--- config.mk ---
export PLATFORM = sky130hd
export DESIGN_NAME = flic_container_deframer
export DESIGN_NICKNAME = d
export VERILOG_FILES = /design/src/sv/fcd_pkg.sv /design/src/sv/fcd_front.sv /design/src/sv/fcd_queue.sv /design/src/sv/fcd_back.sv /design/src/sv/flic_container_deframer.sv
export SDC_FILE = /design/constraint.sdc
export NUM_CORES = 2
export LEC_CHECK = 0
export BUFFER_PORTS_ARGS = -buffer_cell sky130_fd_sc_hd__buf_2
export CORE_MARGIN = 4
export CORE_UTILIZATION = 30
export DETAILED_ROUTE_END_ITERATION = 8
export GPL_ROUTABILITY_DRIVEN = 0
export PLACE_DENSITY_LB_ADDON = 0.05
export SLEW_MARGIN = 20
export SYNTH_ARGS = -nofsm -noshare
export SYNTH_HDL_FRONTEND = slang
export SYNTH_SLANG_ARGS = --single-unit
--- constraint.sdc ---
create_clock -name clk_i -period 14 [get_ports clk_i]
set_clock_uncertainty 0.05 [all_clocks]
set_input_delay 0.7 -clock clk_i [delete_from_list [all_inputs] [get_ports clk_i]]
set_output_delay 0.7 -clock clk_i [all_outputs]
set_load 0.01 [all_outputs]
--- src/sv/fcd_pkg.sv ---
// Shared types and constants for the FLIC container deframer.
`default_nettype none

package fcd_pkg;

  localparam logic [15:0] MagicFli      = 16'hAF11;
  localparam logic [15:0] MagicFlc      = 16'hAF12;
  localparam logic [15:0] MagicFrame    = 16'hF1FA;
  localparam logic [15:0] MagicPrefix   = 16'hF5FA;
  localparam logic [7:0]  HeaderLastPos = 8'd127;
  localparam logic [7:0]  ShortDecPos   = 8'd17;
  localparam logic [31:0] PreambleLen   = 32'd6;
  localparam logic [9:0]  RateSlow      = 10'd15;
  localparam logic [9:0]  RateFli       = 10'd70;
  localparam logic [9:0]  RateFlc       = 10'd1000;

  localparam int QDepth = 4;
  localparam int QPtrW  = $clog2(QDepth);
  localparam int QCntW  = $clog2(QDepth + 1);

  typedef enum logic [1:0] {
    PhHeader   = 2'd0,
    PhPreamble = 2'd1,
    PhBody     = 2'd2,
    PhHalt     = 2'd3
  } phase_e;

  typedef enum logic [1:0] {
    KindHeader = 2'd0,
    KindChunk  = 2'd1,
    KindError  = 2'd2
  } kind_e;

  typedef enum logic [1:0] {
    FaultNone  = 2'd0,
    FaultDim   = 2'd1,
    FaultMagic = 2'd2,
    FaultSize  = 2'd3
  } fault_e;

  typedef struct packed {
    logic            has_hdr;
    logic            has_err;
    logic            has_pre;
    logic            has_byte;
    logic [9:0]      rate;
    logic [15:0]     width;
    logic [15:0]     height;
    logic [31:0]     duration;
    fault_e          fault;
    logic [5:0][7:0] pre;
    logic [7:0]      data;
    logic            last;
    logic [63:0]     pts;
  } fcd_entry_t;

endpackage

`default_nettype wire

--- src/sv/fcd_front.sv ---
// Front end: parses the file byte stream and queues output work entries.
`default_nettype none

module fcd_front (
  input  logic               clk_i,
  input  logic               rst_ni,
  input  logic               in_valid_i,
  input  logic               q_ready_i,
  input  logic [7:0]         data_byte_i,
  input  logic               starts_file_i,
  output logic               push_o,
  output fcd_pkg::fcd_entry_t entry_o
);

  fcd_pkg::phase_e phase_q, phase_d, cur_phase;
  logic [7:0]      hpos_q, hpos_d, cur_hpos;
  logic [15:0]     magic_q, magic_n, cur_magic;
  logic [15:0]     width_q, width_n, cur_width;
  logic [15:0]     height_q, height_n, cur_height;
  logic [31:0]     speed_q, speed_n, cur_speed;
  logic [5:0][7:0] buf_q, buf_n;
  logic [2:0]      ppos_q, ppos_d, cur_ppos;
  logic [31:0]     left_q, left_d, cur_left;
  logic            fwd_q, fwd_d, cur_fwd;
  logic [31:0]     dur_q, dur_d, cur_dur;
  logic [63:0]     pts_q, pts_d, cur_pts;

  logic        accept;
  logic [31:0] size;
  logic [15:0] pmagic;
  logic        hdr_short, hdr_long, dim_zero, magic_bad;
  logic        pre_end_p, size_small, size_six, frame_fwd, body_end;
  logic [31:0] long_dur;
  logic [9:0]  long_rate;

  assign accept = in_valid_i && q_ready_i;

  // Restart view and byte capture.
  always_comb begin
    cur_phase  = starts_file_i ? fcd_pkg::PhHeader : phase_q;
    cur_hpos   = starts_file_i ? 8'd0  : hpos_q;
    cur_magic  = starts_file_i ? 16'd0 : magic_q;
    cur_width  = starts_file_i ? 16'd0 : width_q;
    cur_height = starts_file_i ? 16'd0 : height_q;
    cur_speed  = starts_file_i ? 32'd0 : speed_q;
    cur_ppos   = starts_file_i ? 3'd0  : ppos_q;
    cur_left   = starts_file_i ? 32'd0 : left_q;
    cur_fwd    = starts_file_i ? 1'b0  : fwd_q;
    cur_dur    = starts_file_i ? 32'd0 : dur_q;
    cur_pts    = starts_file_i ? 64'd0 : pts_q;

    magic_n  = cur_magic;
    width_n  = cur_width;
    height_n = cur_height;
    speed_n  = cur_speed;
    buf_n    = buf_q;

    if (cur_phase == fcd_pkg::PhHeader) begin
      case (cur_hpos)
        8'd4:  magic_n[7:0]    = data_byte_i;
        8'd5:  magic_n[15:8]   = data_byte_i;
        8'd8:  width_n[7:0]    = data_byte_i;
        8'd9:  width_n[15:8]   = data_byte_i;
        8'd10: height_n[7:0]   = data_byte_i;
        8'd11: height_n[15:8]  = data_byte_i;
        8'd12: buf_n[0]        = data_byte_i;
        8'd13: buf_n[1]        = data_byte_i;
        8'd14: buf_n[2]        = data_byte_i;
        8'd15: buf_n[3]        = data_byte_i;
        8'd16: begin
          speed_n[7:0] = data_byte_i;
          buf_n[4]     = data_byte_i;
        end
        8'd17: begin
          speed_n[15:8] = data_byte_i;
          buf_n[5]      = data_byte_i;
        end
        8'd18: speed_n[23:16] = data_byte_i;
        8'd19: speed_n[31:24] = data_byte_i;
        default: ;
      endcase
    end

    if (cur_phase == fcd_pkg::PhPreamble) begin
      case (cur_ppos)
        3'd0: buf_n[0] = data_byte_i;
        3'd1: buf_n[1] = data_byte_i;
        3'd2: buf_n[2] = data_byte_i;
        3'd3: buf_n[3] = data_byte_i;
        3'd4: buf_n[4] = data_byte_i;
        3'd5: buf_n[5] = data_byte_i;
        default: ;
      endcase
    end

    size   = {buf_n[3], buf_n[2], buf_n[1], buf_n[0]};
    pmagic = {buf_n[5], buf_n[4]};

    hdr_short = (cur_phase == fcd_pkg::PhHeader) && (cur_hpos == fcd_pkg::ShortDecPos)
                && (speed_n[15:0] == fcd_pkg::MagicFrame);
    hdr_long  = (cur_phase == fcd_pkg::PhHeader) && (cur_hpos == fcd_pkg::HeaderLastPos);
    dim_zero  = (width_n == 16'd0) || (height_n == 16'd0);
    magic_bad = (magic_n != fcd_pkg::MagicFli) && (magic_n != fcd_pkg::MagicFlc);
    long_dur  = (speed_n == 32'd0) ? 32'd1 : speed_n;
    long_rate = (speed_n == 32'd0) ? fcd_pkg::RateSlow :
                (magic_n == fcd_pkg::MagicFli) ? fcd_pkg::RateFli : fcd_pkg::RateFlc;

    pre_end_p  = (cur_phase == fcd_pkg::PhPreamble) && (cur_ppos >= 3'd5);
    size_small = size < fcd_pkg::PreambleLen;
    size_six   = size == fcd_pkg::PreambleLen;
    frame_fwd  = ((pmagic == fcd_pkg::MagicFrame) || (pmagic == fcd_pkg::MagicPrefix))
                 && (size > fcd_pkg::PreambleLen);
    body_end   = (cur_phase == fcd_pkg::PhBody) && (cur_left <= 32'd1);
  end

  // Next state.
  always_comb begin
    phase_d = cur_phase;
    hpos_d  = cur_hpos;
    ppos_d  = cur_ppos;
    left_d  = cur_left;
    fwd_d   = cur_fwd;
    dur_d   = cur_dur;
    pts_d   = cur_pts;

    unique case (cur_phase)
      fcd_pkg::PhHeader: begin
        hpos_d = cur_hpos + 8'd1;
        if (hdr_short) begin
          if (dim_zero) begin
            phase_d = fcd_pkg::PhHalt;
          end else begin
            dur_d  = 32'd1;
            ppos_d = 3'd0;
            if (size_small) begin
              phase_d = fcd_pkg::PhHalt;
            end else if (frame_fwd) begin
              left_d  = size - fcd_pkg::PreambleLen;
              fwd_d   = 1'b1;
              phase_d = fcd_pkg::PhBody;
            end else if (size_six) begin
              phase_d = fcd_pkg::PhPreamble;
            end else begin
              left_d  = size - fcd_pkg::PreambleLen;
              fwd_d   = 1'b0;
              phase_d = fcd_pkg::PhBody;
            end
          end
        end else if (hdr_long) begin
          if (dim_zero || magic_bad) begin
            phase_d = fcd_pkg::PhHalt;
          end else begin
            dur_d   = long_dur;
            ppos_d  = 3'd0;
            phase_d = fcd_pkg::PhPreamble;
          end
        end
      end
      fcd_pkg::PhPreamble: begin
        ppos_d = cur_ppos + 3'd1;
        if (pre_end_p) begin
          ppos_d = 3'd0;
          if (size_small) begin
            phase_d = fcd_pkg::PhHalt;
          end else if (frame_fwd) begin
            left_d  = size - fcd_pkg::PreambleLen;
            fwd_d   = 1'b1;
            phase_d = fcd_pkg::PhBody;
          end else if (size_six) begin
            phase_d = fcd_pkg::PhPreamble;
          end else begin
            left_d  = size - fcd_pkg::PreambleLen;
            fwd_d   = 1'b0;
            phase_d = fcd_pkg::PhBody;
          end
        end
      end
      fcd_pkg::PhBody: begin
        left_d = (cur_left != 32'd0) ? cur_left - 32'd1 : 32'd0;
        if (body_end) begin
          if (cur_fwd) begin
            pts_d = cur_pts + {32'd0, cur_dur};
          end
          fwd_d   = 1'b0;
          ppos_d  = 3'd0;
          phase_d = fcd_pkg::PhPreamble;
        end
      end
      fcd_pkg::PhHalt: ;
      default: ;
    endcase
  end

  // Queue entry.
  always_comb begin
    entry_o          = '0;
    entry_o.pre      = buf_n;
    entry_o.data     = data_byte_i;
    entry_o.last     = cur_left <= 32'd1;
    entry_o.pts      = cur_pts;
    entry_o.width    = width_n;
    entry_o.height   = height_n;
    entry_o.rate     = long_rate;
    entry_o.duration = long_dur;
    entry_o.fault    = fcd_pkg::FaultNone;

    unique case (cur_phase)
      fcd_pkg::PhHeader: begin
        if (hdr_short) begin
          if (dim_zero) begin
            entry_o.has_err = 1'b1;
            entry_o.fault   = fcd_pkg::FaultDim;
          end else begin
            entry_o.has_hdr  = 1'b1;
            entry_o.rate     = fcd_pkg::RateSlow;
            entry_o.duration = 32'd1;
            if (size_small) begin
              entry_o.has_err = 1'b1;
              entry_o.fault   = fcd_pkg::FaultSize;
            end else if (frame_fwd) begin
              entry_o.has_pre = 1'b1;
            end
          end
        end else if (hdr_long) begin
          if (dim_zero) begin
            entry_o.has_err = 1'b1;
            entry_o.fault   = fcd_pkg::FaultDim;
          end else if (magic_bad) begin
            entry_o.has_err = 1'b1;
            entry_o.fault   = fcd_pkg::FaultMagic;
          end else begin
            entry_o.has_hdr = 1'b1;
          end
        end
      end
      fcd_pkg::PhPreamble: begin
        if (pre_end_p) begin
          if (size_small) begin
            entry_o.has_err = 1'b1;
            entry_o.fault   = fcd_pkg::FaultSize;
          end else if (frame_fwd) begin
            entry_o.has_pre = 1'b1;
          end
        end
      end
      fcd_pkg::PhBody: entry_o.has_byte = cur_fwd;
      fcd_pkg::PhHalt: ;
      default: ;
    endcase

    push_o = accept && (entry_o.has_hdr || entry_o.has_err
                        || entry_o.has_pre || entry_o.has_byte);
  end

  always_ff @(posedge clk_i or negedge rst_ni) begin
    if (!rst_ni) begin
      phase_q  <= fcd_pkg::PhHeader;
      hpos_q   <= '0;
      magic_q  <= '0;
      width_q  <= '0;
      height_q <= '0;
      speed_q  <= '0;
      ppos_q   <= '0;
      left_q   <= '0;
      fwd_q    <= 1'b0;
      dur_q    <= '0;
      pts_q    <= '0;
    end else if (accept) begin
      phase_q  <= phase_d;
      hpos_q   <= hpos_d;
      magic_q  <= magic_n;
      width_q  <= width_n;
      height_q <= height_n;
      speed_q  <= speed_n;
      ppos_q   <= ppos_d;
      left_q   <= left_d;
      fwd_q    <= fwd_d;
      dur_q    <= dur_d;
      pts_q    <= pts_d;
    end
  end

  always_ff @(posedge clk_i) begin
    if (accept) begin
      buf_q <= buf_n;
    end
  end

endmodule

`default_nettype wire

--- src/sv/fcd_queue.sv ---
// Short register FIFO of work entries between the front and back ends.
`default_nettype none

module fcd_queue (
  input  logic                clk_i,
  input  logic                rst_ni,
  input  logic                push_i,
  input  fcd_pkg::fcd_entry_t push_entry_i,
  output logic                full_o,
  output logic                valid_o,
  input  logic                pop_i,
  output fcd_pkg::fcd_entry_t head_o
);

  fcd_pkg::fcd_entry_t               mem_q [fcd_pkg::QDepth];
  logic [fcd_pkg::QPtrW-1:0]         wr_q, wr_d, rd_q, rd_d;
  logic [fcd_pkg::QCntW-1:0]         cnt_q, cnt_d;
  logic                              do_push, do_pop;

  assign full_o  = cnt_q == fcd_pkg::QCntW'(fcd_pkg::QDepth);
  assign valid_o = cnt_q != '0;
  assign head_o  = mem_q[rd_q];
  assign do_push = push_i && !full_o;
  assign do_pop  = pop_i && valid_o;

  always_comb begin
    wr_d  = do_push ? wr_q + 1'b1 : wr_q;
    rd_d  = do_pop ? rd_q + 1'b1 : rd_q;
    cnt_d = cnt_q;
    if (do_push && !do_pop) begin
      cnt_d = cnt_q + 1'b1;
    end else if (do_pop && !do_push) begin
      cnt_d = cnt_q - 1'b1;
    end
  end

  always_ff @(posedge clk_i or negedge rst_ni) begin
    if (!rst_ni) begin
      wr_q  <= '0;
      rd_q  <= '0;
      cnt_q <= '0;
    end else begin
      wr_q  <= wr_d;
      rd_q  <= rd_d;
      cnt_q <= cnt_d;
    end
  end

  always_ff @(posedge clk_i) begin
    if (do_push) begin
      mem_q[wr_q] <= push_entry_i;
    end
  end

endmodule

`default_nettype wire

--- src/sv/fcd_back.sv ---
// Back end: expands queued entries into result words on the output register.
`default_nettype none

module fcd_back (
  input  logic                clk_i,
  input  logic                rst_ni,
  input  logic                q_valid_i,
  input  fcd_pkg::fcd_entry_t q_entry_i,
  output logic                q_pop_o,
  output logic                out_valid_o,
  input  logic                out_ready_i,
  output logic [1:0]          kind_o,
  output logic [7:0]          chunk_byte_o,
  output logic                last_of_chunk_o,
  output logic [63:0]         frame_pts_o,
  output logic [9:0]          tick_rate_o,
  output logic [15:0]         frame_width_o,
  output logic [15:0]         frame_height_o,
  output logic [31:0]         ticks_per_frame_o
  ,
  output logic [1:0]          fault_o
);

  logic        valid_q, valid_d;
  logic [2:0]  step_q, step_d;
  logic [2:0]  total, base, idx;
  logic        load, last_step;
  logic [1:0]  kind_q, kind_d;
  logic [7:0]  byte_q, byte_d;
  logic        last_q, last_d;
  logic [63:0] pts_q, pts_d;
  logic [9:0]  rate_q, rate_d;
  logic [15:0] width_q, width_d, height_q, height_d;
  logic [31:0] dur_q, dur_d;
  logic [1:0]  fault_q, fault_d;

  assign load = !valid_q || out_ready_i;

  always_comb begin
    base  = {2'b00, q_entry_i.has_hdr};
    total = base + {2'b00, q_entry_i.has_err} + (q_entry_i.has_pre ? 3'd6 : 3'd0)
            + {2'b00, q_entry_i.has_byte};
    idx       = step_q - base;
    last_step = step_q == (total - 3'd1);

    kind_d   = fcd_pkg::KindHeader;
    byte_d   = '0;
    last_d   = 1'b0;
    pts_d    = '0;
    rate_d   = '0;
    width_d  = '0;
    height_d = '0;
    dur_d    = '0;
    fault_d  = fcd_pkg::FaultNone;

    if (q_entry_i.has_hdr && (step_q == 3'd0)) begin
      kind_d   = fcd_pkg::KindHeader;
      rate_d   = q_entry_i.rate;
      width_d  = q_entry_i.width;
      height_d = q_entry_i.height;
      dur_d    = q_entry_i.duration;
    end else if (q_entry_i.has_err) begin
      kind_d  = fcd_pkg::KindError;
      fault_d = q_entry_i.fault;
    end else if (q_entry_i.has_pre) begin
      kind_d = fcd_pkg::KindChunk;
      pts_d  = q_entry_i.pts;
      case (idx)
        3'd0: byte_d = q_entry_i.pre[0];
        3'd1: byte_d = q_entry_i.pre[1];
        3'd2: byte_d = q_entry_i.pre[2];
        3'd3: byte_d = q_entry_i.pre[3];
        3'd4: byte_d = q_entry_i.pre[4];
        3'd5: byte_d = q_entry_i.pre[5];
        default: byte_d = '0;
      endcase
    end else begin
      kind_d = fcd_pkg::KindChunk;
      byte_d = q_entry_i.data;
      last_d = q_entry_i.last;
      pts_d  = q_entry_i.pts;
    end

    valid_d = valid_q;
    step_d  = step_q;
    q_pop_o = 1'b0;
    if (load) begin
      valid_d = q_valid_i;
      if (q_valid_i) begin
        if (last_step) begin
          q_pop_o = 1'b1;
          step_d  = 3'd0;
        end else begin
          step_d = step_q + 3'd1;
        end
      end
    end
  end

  always_ff @(posedge clk_i or negedge rst_ni) begin
    if (!rst_ni) begin
      valid_q <= 1'b0;
      step_q  <= '0;
    end else begin
      valid_q <= valid_d;
      step_q  <= step_d;
    end
  end

  always_ff @(posedge clk_i) begin
    if (load && q_valid_i) begin
      kind_q   <= kind_d;
      byte_q   <= byte_d;
      last_q   <= last_d;
      pts_q    <= pts_d;
      rate_q   <= rate_d;
      width_q  <= width_d;
      height_q <= height_d;
      dur_q    <= dur_d;
      fault_q  <= fault_d;
    end
  end

  assign out_valid_o       = valid_q;
  assign kind_o            = kind_q;
  assign chunk_byte_o      = byte_q;
  assign last_of_chunk_o   = last_q;
  assign frame_pts_o       = pts_q;
  assign tick_rate_o       = rate_q;
  assign frame_width_o     = width_q;
  assign frame_height_o    = height_q;
  assign ticks_per_frame_o = dur_q;
  assign fault_o           = fault_q;

endmodule

`default_nettype wire

--- src/sv/flic_container_deframer.sv ---
// Top level of the FLIC container deframer: parser, work queue and output sequencer.
//
//   channel | direction | handshake            | payload
//   --------+-----------+----------------------+----------------------------------------
//   in      | input     | in_valid_i/in_ready_o | data_byte_i, starts_file_i
//   out     | output    | out_valid_o/out_ready_i | kind_o .. fault_o (one result word)
//
// One file byte is taken per cycle while the four-entry work queue has room.
// The output register sends one word per cycle while out_ready_i is high; a chunk
// preamble yields six words (seven with the header info), so the queue fills during
// those bursts. Input and output stall independently; only a full queue holds off
// the input. Reset clears parser state, queue pointers and the output valid;
// starts_file_i restarts parsing on its own byte.
`default_nettype none

module flic_container_deframer (
  input  logic        clk_i,
  input  logic        rst_ni,
  input  logic        in_valid_i,
  output logic        in_ready_o,
  input  logic [7:0]  data_byte_i,
  input  logic        starts_file_i,
  output logic        out_valid_o,
  input  logic        out_ready_i,
  output logic [1:0]  kind_o,
  output logic [7:0]  chunk_byte_o,
  output logic        last_of_chunk_o,
  output logic [63:0] frame_pts_o,
  output logic [9:0]  tick_rate_o,
  output logic [15:0] frame_width_o,
  output logic [15:0] frame_height_o,
  output logic [31:0] ticks_per_frame_o,
  output logic [1:0]  fault_o
);

  logic                q_full, q_valid, q_push, q_pop;
  fcd_pkg::fcd_entry_t push_entry, head_entry;

  assign in_ready_o = !q_full;

  fcd_front u_front (
    .clk_i        (clk_i),
    .rst_ni       (rst_ni),
    .in_valid_i   (in_valid_i),
    .q_ready_i    (in_ready_o),
    .data_byte_i  (data_byte_i),
    .starts_file_i(starts_file_i),
    .push_o       (q_push),
    .entry_o      (push_entry)
  );

  fcd_queue u_queue (
    .clk_i       (clk_i),
    .rst_ni      (rst_ni),
    .push_i      (q_push),
    .push_entry_i(push_entry),
    .full_o      (q_full),
    .valid_o     (q_valid),
    .pop_i       (q_pop),
    .head_o      (head_entry)
  );

  fcd_back u_back (
    .clk_i            (clk_i),
    .rst_ni           (rst_ni),
    .q_valid_i        (q_valid),
    .q_entry_i        (head_entry),
    .q_pop_o          (q_pop),
    .out_valid_o      (out_valid_o),
    .out_ready_i      (out_ready_i),
    .kind_o           (kind_o),
    .chunk_byte_o     (chunk_byte_o),
    .last_of_chunk_o  (last_of_chunk_o),
    .frame_pts_o      (frame_pts_o),
    .tick_rate_o      (tick_rate_o),
    .frame_width_o    (frame_width_o),
    .frame_height_o   (frame_height_o),
    .ticks_per_frame_o(ticks_per_frame_o),
    .fault_o          (fault_o)
  );

endmodule

`default_nettype wire

# Word-level counts from Yosys, hierarchy flattened
# Memory sizes are Yosys's and may differ from the RTL's.
# Index checks and enable logic that the tools add are counted.
# op_classes
n_addsub,15
order_cmp,4
eq_ne,36
n_mux,127
bitwise,1
reduce_logical,40
# op_table
cell,n
two-way mux 32 bit,20
two-way mux 64 bit,4
two-way mux 8 bit,25
two-way mux 16 bit,6
two-way mux 48 bit,2
case mux 32 bit (3 select lines),1
adder 64 x 32 -> 64 bit,1
== test 16 bit (second input constant),4
== test 8 x 4 -> 1 bit (second input constant),8
two-way mux 10 bit,5
case mux 8 bit (6 select lines),1
two-way mux 2 bit,21
two-way mux 3 bit,11
== test 32 x 3 -> 1 bit (second input constant),1
== test 8 x 5 -> 1 bit (second input constant),4
> comparator 32 x 3 -> 1 bit (second input constant),1
less-or-equal comparator 32 x 1 -> 1 bit (second input constant),1
zero test 16 bit,2
zero test 32 bit,1
less-than comparator 32 x 3 -> 1 bit (second input constant),1
!= test 16 bit (second input constant),2
nonzero test 32 bit,1
subtractor 32 x 1 -> 32 bit (second input constant),1
subtractor 32 x 3 -> 32 bit (second input constant),1
33 further kinds,98
# word_totals
register_bits,432
ram_bits,804
input_bits,13
out_inout_bits,153
elab_cells,255
n_memories,1
# memory_table
name,depth,word_bits,read_ports,rd_clocked_by_memory_dff,wr,line_no,source
u_queue.mem_q,4,201,1,0,1,fcd_queue.sv:15,fcd_pkg::fcd_entry_t mem_q [fcd_pkg::QDepth];

# Depth between registers and ports, before layout
# logic_depth
depth_word,23
mapped_depth,26
mapped_depth_nobuf,18

# Modules after synthesis
# From an unflattened synthesis, not the netlist that was laid out.
# hier_totals
hier_cells,3545
area_unflattened_um2,53714.0
# by_module_without_submodules
mod,n_inst,cells_per_inst,area_each_um2,seq_area_each_um2
fcd_queue,1,1085,29424.5,24318.3
fcd_front,1,2052,17892.2,6996.7
fcd_back,1,407,6393.6,4634.4
flic_container_deframer,1,1,3.8,0.0

# Worst setup path after synthesis
# OpenSTA, ideal clock, no wires.
# synth_path
path_kind,input port to flip-flop
startpoint,input starts_file_i
endpoint,memory u_queue.mem_q[0][0] (netlist name) (enable)
arrival_ps,12635
slack_ps,559
stages,19
path_buffers,8
path_cell_list,buf_6 -> buf_2 -> inv_1 -> clkbuf_1 -> clkbuf_1 -> clkbuf_1 -> buf_1 -> nand2_1 -> ha_1 -> and3_1 -> buf_2 -> nor2_1 -> mux2i_1 -> nor4b_4 -> and3_1 -> buf_4 -> nor4_4 -> o21ai_4 -> nor2_1
# synth_lines
item,line_no,source
from (decl),flic_container_deframer.sv:22,"input logic starts_file_i,"
to (decl),fcd_queue.sv:15,

# Worst setup path after layout
# layout_path
startpoint,input starts_file_i
endpoint,memory u_queue.mem_q[0][161] (netlist name) (enable)
# layout_between
elab_chain_cells,20
elab_cells_between_ends,98
# layout_rtl
item,line_no,source
branches (longest 15 deep; another with > comparator 32 x 3 -> 1 bit),-,
logical OR 1 bit (*),fcd_front.sv:252,|| entry_o.has_pre || entry_o.has_byte);
logical AND 1 bit (*),fcd_front.sv:251,push_o = accept && (entry_o.has_hdr || entry_o.has_err
logical AND 1 bit (*),fcd_queue.sv:23,assign do_push = push_i && !full_o;
two-way mux 1 bit (*),fcd_queue.sv:50,if (do_push) begin
two-way mux 1 bit (not written as such) (*),fcd_queue.sv:51,mem_q[wr_q] <= push_entry_i;
# Every way passes the cells marked *.

==> summary.md <==
| Metric | Value |
|---|---|
| Wirelength per Cell | `~24 µm` |
| Detailed Place HPWL | `95370 µm` |
| Worst skew pair latency | `between 0.8 and 0.9 ns` |
| Layout area overhead | `15.96%` |
| Total wire length | `about 150000 µm` |
| Post-synth EDFFs | `978` |
| Worst r2r src | `u_front.hpos_q[4]$_DFFE_PN0P_` |
| Synth unique cells | `between 100 and 150` |
| WP data required | `14.35 ns` |
| Synth warn | `0` |
| Status | `finished, final reports clean` |
| Top cells by area, synth | `edfxtp_1, dfrtp_1, mux4_2, nor2b_1, nand2_1` |
| Total Power | `8.468 mW` |
| Final count of pins violating max slew | `0` |
| Worst reg2reg path endpoint | `u_queue.mem_q[0][161]$_DFFE_PP_` |
| Highest ir drop seen on vdd | `115.4 µV` |
| Synth Cell Area | `around 52000 µm²` |
| Total via count in the routed design | `slightly above 30k` |
| DR pass1 iterations | `6` |
| Starting Density | `0.3014` |
| Num Clock Sinks | `around 1.2k` |
| Synth Flop Type | `edfxtp_1` |
| Clock buffer depth | `3` |
| RSZ-0062 raised after global routing | `false` |
| Vias in the first global route | `32.41k` |
| Post-route ant nets | `0` |
| Post-CTS resize count | `0` |
| Drt via density | `~5.0` |
| Die area | `about 180000 µm²` |
| Pwr/cell area | `approximately 140 nW/µm²` |
| Worst Hold Class | `flop to flop` |
| Critical path capture point type | `flop` |
| Yosys top cell by area | `edfxtp_1` |
| First-pass GRT wire length | `~220000 µm` |
| Root Buffer Master | `clkbuf_16` |
| Setup crit start kind | `primary input` |
| Fin nets | `3762` |
| Async SR Flop Fraction | `0.1924` |
| Total of max-cap violations | `0` |
| Placed Cells incl. Taps | `5871` |
| Share of layout cells above drive strength 1 | `0.2019` |
| Setup tns final | `0 ns` |
| Post-Synthesis Cells | `~3.5k` |
| Post-synthesis register bit count | `about 1.2k` |
| Crit path kind | `primary input to flop` |
| Die width | `425.9 µm` |
| Drc violations | `0` |
| IO Port Bufs | `164` |
| Num CTS Buffers | `145` |
| Core Box Area | `approximately 170000 µm²` |
| Fin cells | `between 6k and 7k` |
| CTS tree | `done` |
| Post-synth top area share | `0.5607` |
| Drt initial violations | `approximately 2.3k` |
| GRT Overall Usage | `0.1661` |
| Largest net degree at the start of global routing | `around 130` |
| Final Hold Viols | `0` |
| Hold WS | `between 0.4 and 0.5 ns` |
| Critical Path Sink | `u_queue.mem_q[0][161]$_DFFE_PP_` |
| Final Core Density | `0.3495` |
| Worst-margin pin slew | `roughly 1.1 ns` |
| Worst R2R Path Depth | `11` |
| Clk slew on worst S/H paths | `0.05 ns` |
| Io pins | `~170` |
| Leak | `~21 nW` |
| Final critical-path required period | `6.345 ns` |
| Post-synthesis area per instance | `roughly 15 µm²` |
| Crit path from | `starts_file_i` |
| Max Fclk | `about 160 MHz` |
| Worst Path Arrival | `between 6 and 7 ns` |
| Net count after synthesis | `roughly 3.6k` |
| Core Rows | `between 150 and 200` |
| Finish-stage setup viols | `0` |
| Slew margin rel. | `0.2716` |
| Chip Height | `roughly 430 µm` |
| Final Cycle Share | `0.4532` |
| Flop2flop setup slack | `a little under 8 ns` |
| CP max FO | `84` |
| Sequential area share after synthesis | `0.6720` |
| Initial antenna violation count | `4` |
| Top-count cell post-synth | `edfxtp_1` |
| Fillers | `~17k` |
| Overflow after GRT | `0` |
| H-tree Lvls | `4` |
| Most frequent cells after synthesis | `edfxtp_1, nand2_1, nor2b_1` |
routing by layer:
metal / GRT usage / vias up / wire length [µm] / share of wire
li1: - / 13820 / - / -
met1: 0.2168 / 15960 / 66120 / 0.44
met2: 0.2854 / 686 / 75220 / 0.50
met3: 0.02868 / 216 / 5743 / 0.038
met4: 0.04490 / 0 / 3165 / 0.021
met5: 0 / - / 0 / 0
layout make-up:
cell class | instances | area, µm² | share of cell area
inverter | 68 | 257.7 | 0.004243
clock inverter | 76 | 820.8 | 0.01351
tap | 2325 | 2909 | 0.04789
clock buffer | 195 | 3969 | 0.06534
antenna | 3 | 7.507 | 0.0001236
sequential | 1211 | 35210 | 0.5796
multi-input combinational | 2037 | 16180 | 0.2664
timing repair buffer | 232 | 1390 | 0.02288
power by group:
part	internal [mW]	switching, mW	leakage (nW)	total, mW
logic	0.210	0.496	6.49	0.707
registers	3.93	0.0630	12.0	3.99
clock network	2.21	1.56	2.33	3.77
stage by stage:
step                area [µm²]  setup slack, ns
global route             60740            7.306
CTS                      60730            7.606
finish                   60740            7.655
floorplan                52380           0.5593
global placement         55910            6.769
detailed placement       55920            6.722
registers in the layout, indices dropped and copies added, names as in the netlist, 3 cells and up:
signal                    cells
u_back.frame_height_o        16
u_back.ticks_per_frame_o     32
u_front.dur_q                32
u_queue.mem_q               784
u_front.buf_q                48
u_front.pts_q                64
u_back.chunk_byte_o           8
u_front.magic_q              16
u_front.speed_q              32
u_front.height_q             16
u_front.hpos_q                8
u_back.tick_rate_o            5
u_front.ppos_q                3
u_back.frame_pts_o           64
u_back.step_q                 3
u_front.left_q               32
u_back.frame_width_o         16
u_front.width_q              16
u_queue.cnt_q                 3
critical path, stage by stage:
cell and delay [ns]:
buf_6 0.51, buf_4 0.61, nor2_1 0.34, and4_1 0.31
or4_1 0.49, a221oi_2 0.54, and4_1 0.50, and3_1 0.34
a211o_2 0.19, o21ai_4 0.13, nor2_4 0.15, buf_4 0.79
buf_4 0.87
kinds of logic after synthesis:
kind of cell    count (synthesis)  share of synthesized area
compound gates                538                    0.06765
xor+xnor                       89                    0.01488
other cells                     1                 0.00007159
flops                        1211                     0.6720
mux                           297                     0.1054
simple gates                 1058                     0.1056
fa+ha+maj                      54                    0.01333
buf+inv                       261                    0.02104
timing repair:
| item | CTS | global route |
|---|---|---|
| setup buffers | 0 | 0 |
| endpoints found under the setup margin | 0 | 0 |
| hold buffers | 2 | 0 |
| hold endpoints to repair | 63 | 0 |
placed cells by master (no fill, tap or decap), types with 12 or more instances in the layout:
| master | count |
|---|---|
| xor2_1 | 48 |
| inv_1 | 66 |
| mux4_2 | 196 |
| mux2i_1 | 31 |
| clkbuf_1 | 37 |
| or4_1 | 13 |
| or3_1 | 19 |
| nor3b_1 | 17 |
| buf_4 | 63 |
| dfrtp_1 | 231 |
| o31ai_1 | 12 |
| mux2_2 | 67 |
| a21o_1 | 23 |
| nor3_1 | 54 |
| nand3_1 | 76 |
| xnor2_1 | 41 |
| and3_1 | 34 |
| clkbuf_16 | 147 |
| nor2_1 | 177 |
| nor4_1 | 25 |
| o21ai_0 | 182 |
| edfxtp_1 | 978 |
| nand2_1 | 291 |
| o211ai_1 | 16 |
| ha_1 | 51 |
| buf_2 | 162 |
| nor2b_1 | 241 |
| a22o_1 | 46 |
| clkinv_1 | 27 |
| a31oi_1 | 25 |
| clkinv_2 | 20 |
| a21oi_1 | 93 |
| nand4_1 | 25 |
worst min-delay path by stage:
stage / cells after the start / end / slack [ns] / start
after floorplan: 0 / u_back.out_valid_o$_DFFE_PN0N_ / 0.35 / rst_ni
after global placement: 2 / u_front.pts_q[5]$_DFFE_PN0P_ / 0.40 / u_front.pts_q[5]$_DFFE_PN0P_
after detailed placement: 2 / u_front.dur_q[2]$_DFFE_PN0P_ / 0.41 / u_front.dur_q[2]$_DFFE_PN0P_
after CTS: 2 / u_front.pts_q[42]$_DFFE_PN0P_ / 0.37 / rst_ni
after global routing: 2 / u_queue.mem_q[1][71]$_DFFE_PP_ / 0.41 / data_byte_i[6]
final: 2 / u_front.pts_q[5]$_DFFE_PN0P_ / 0.42 / u_front.pts_q[5]$_DFFE_PN0P_
No activity file was read; power rests on OpenSTA's default activity.
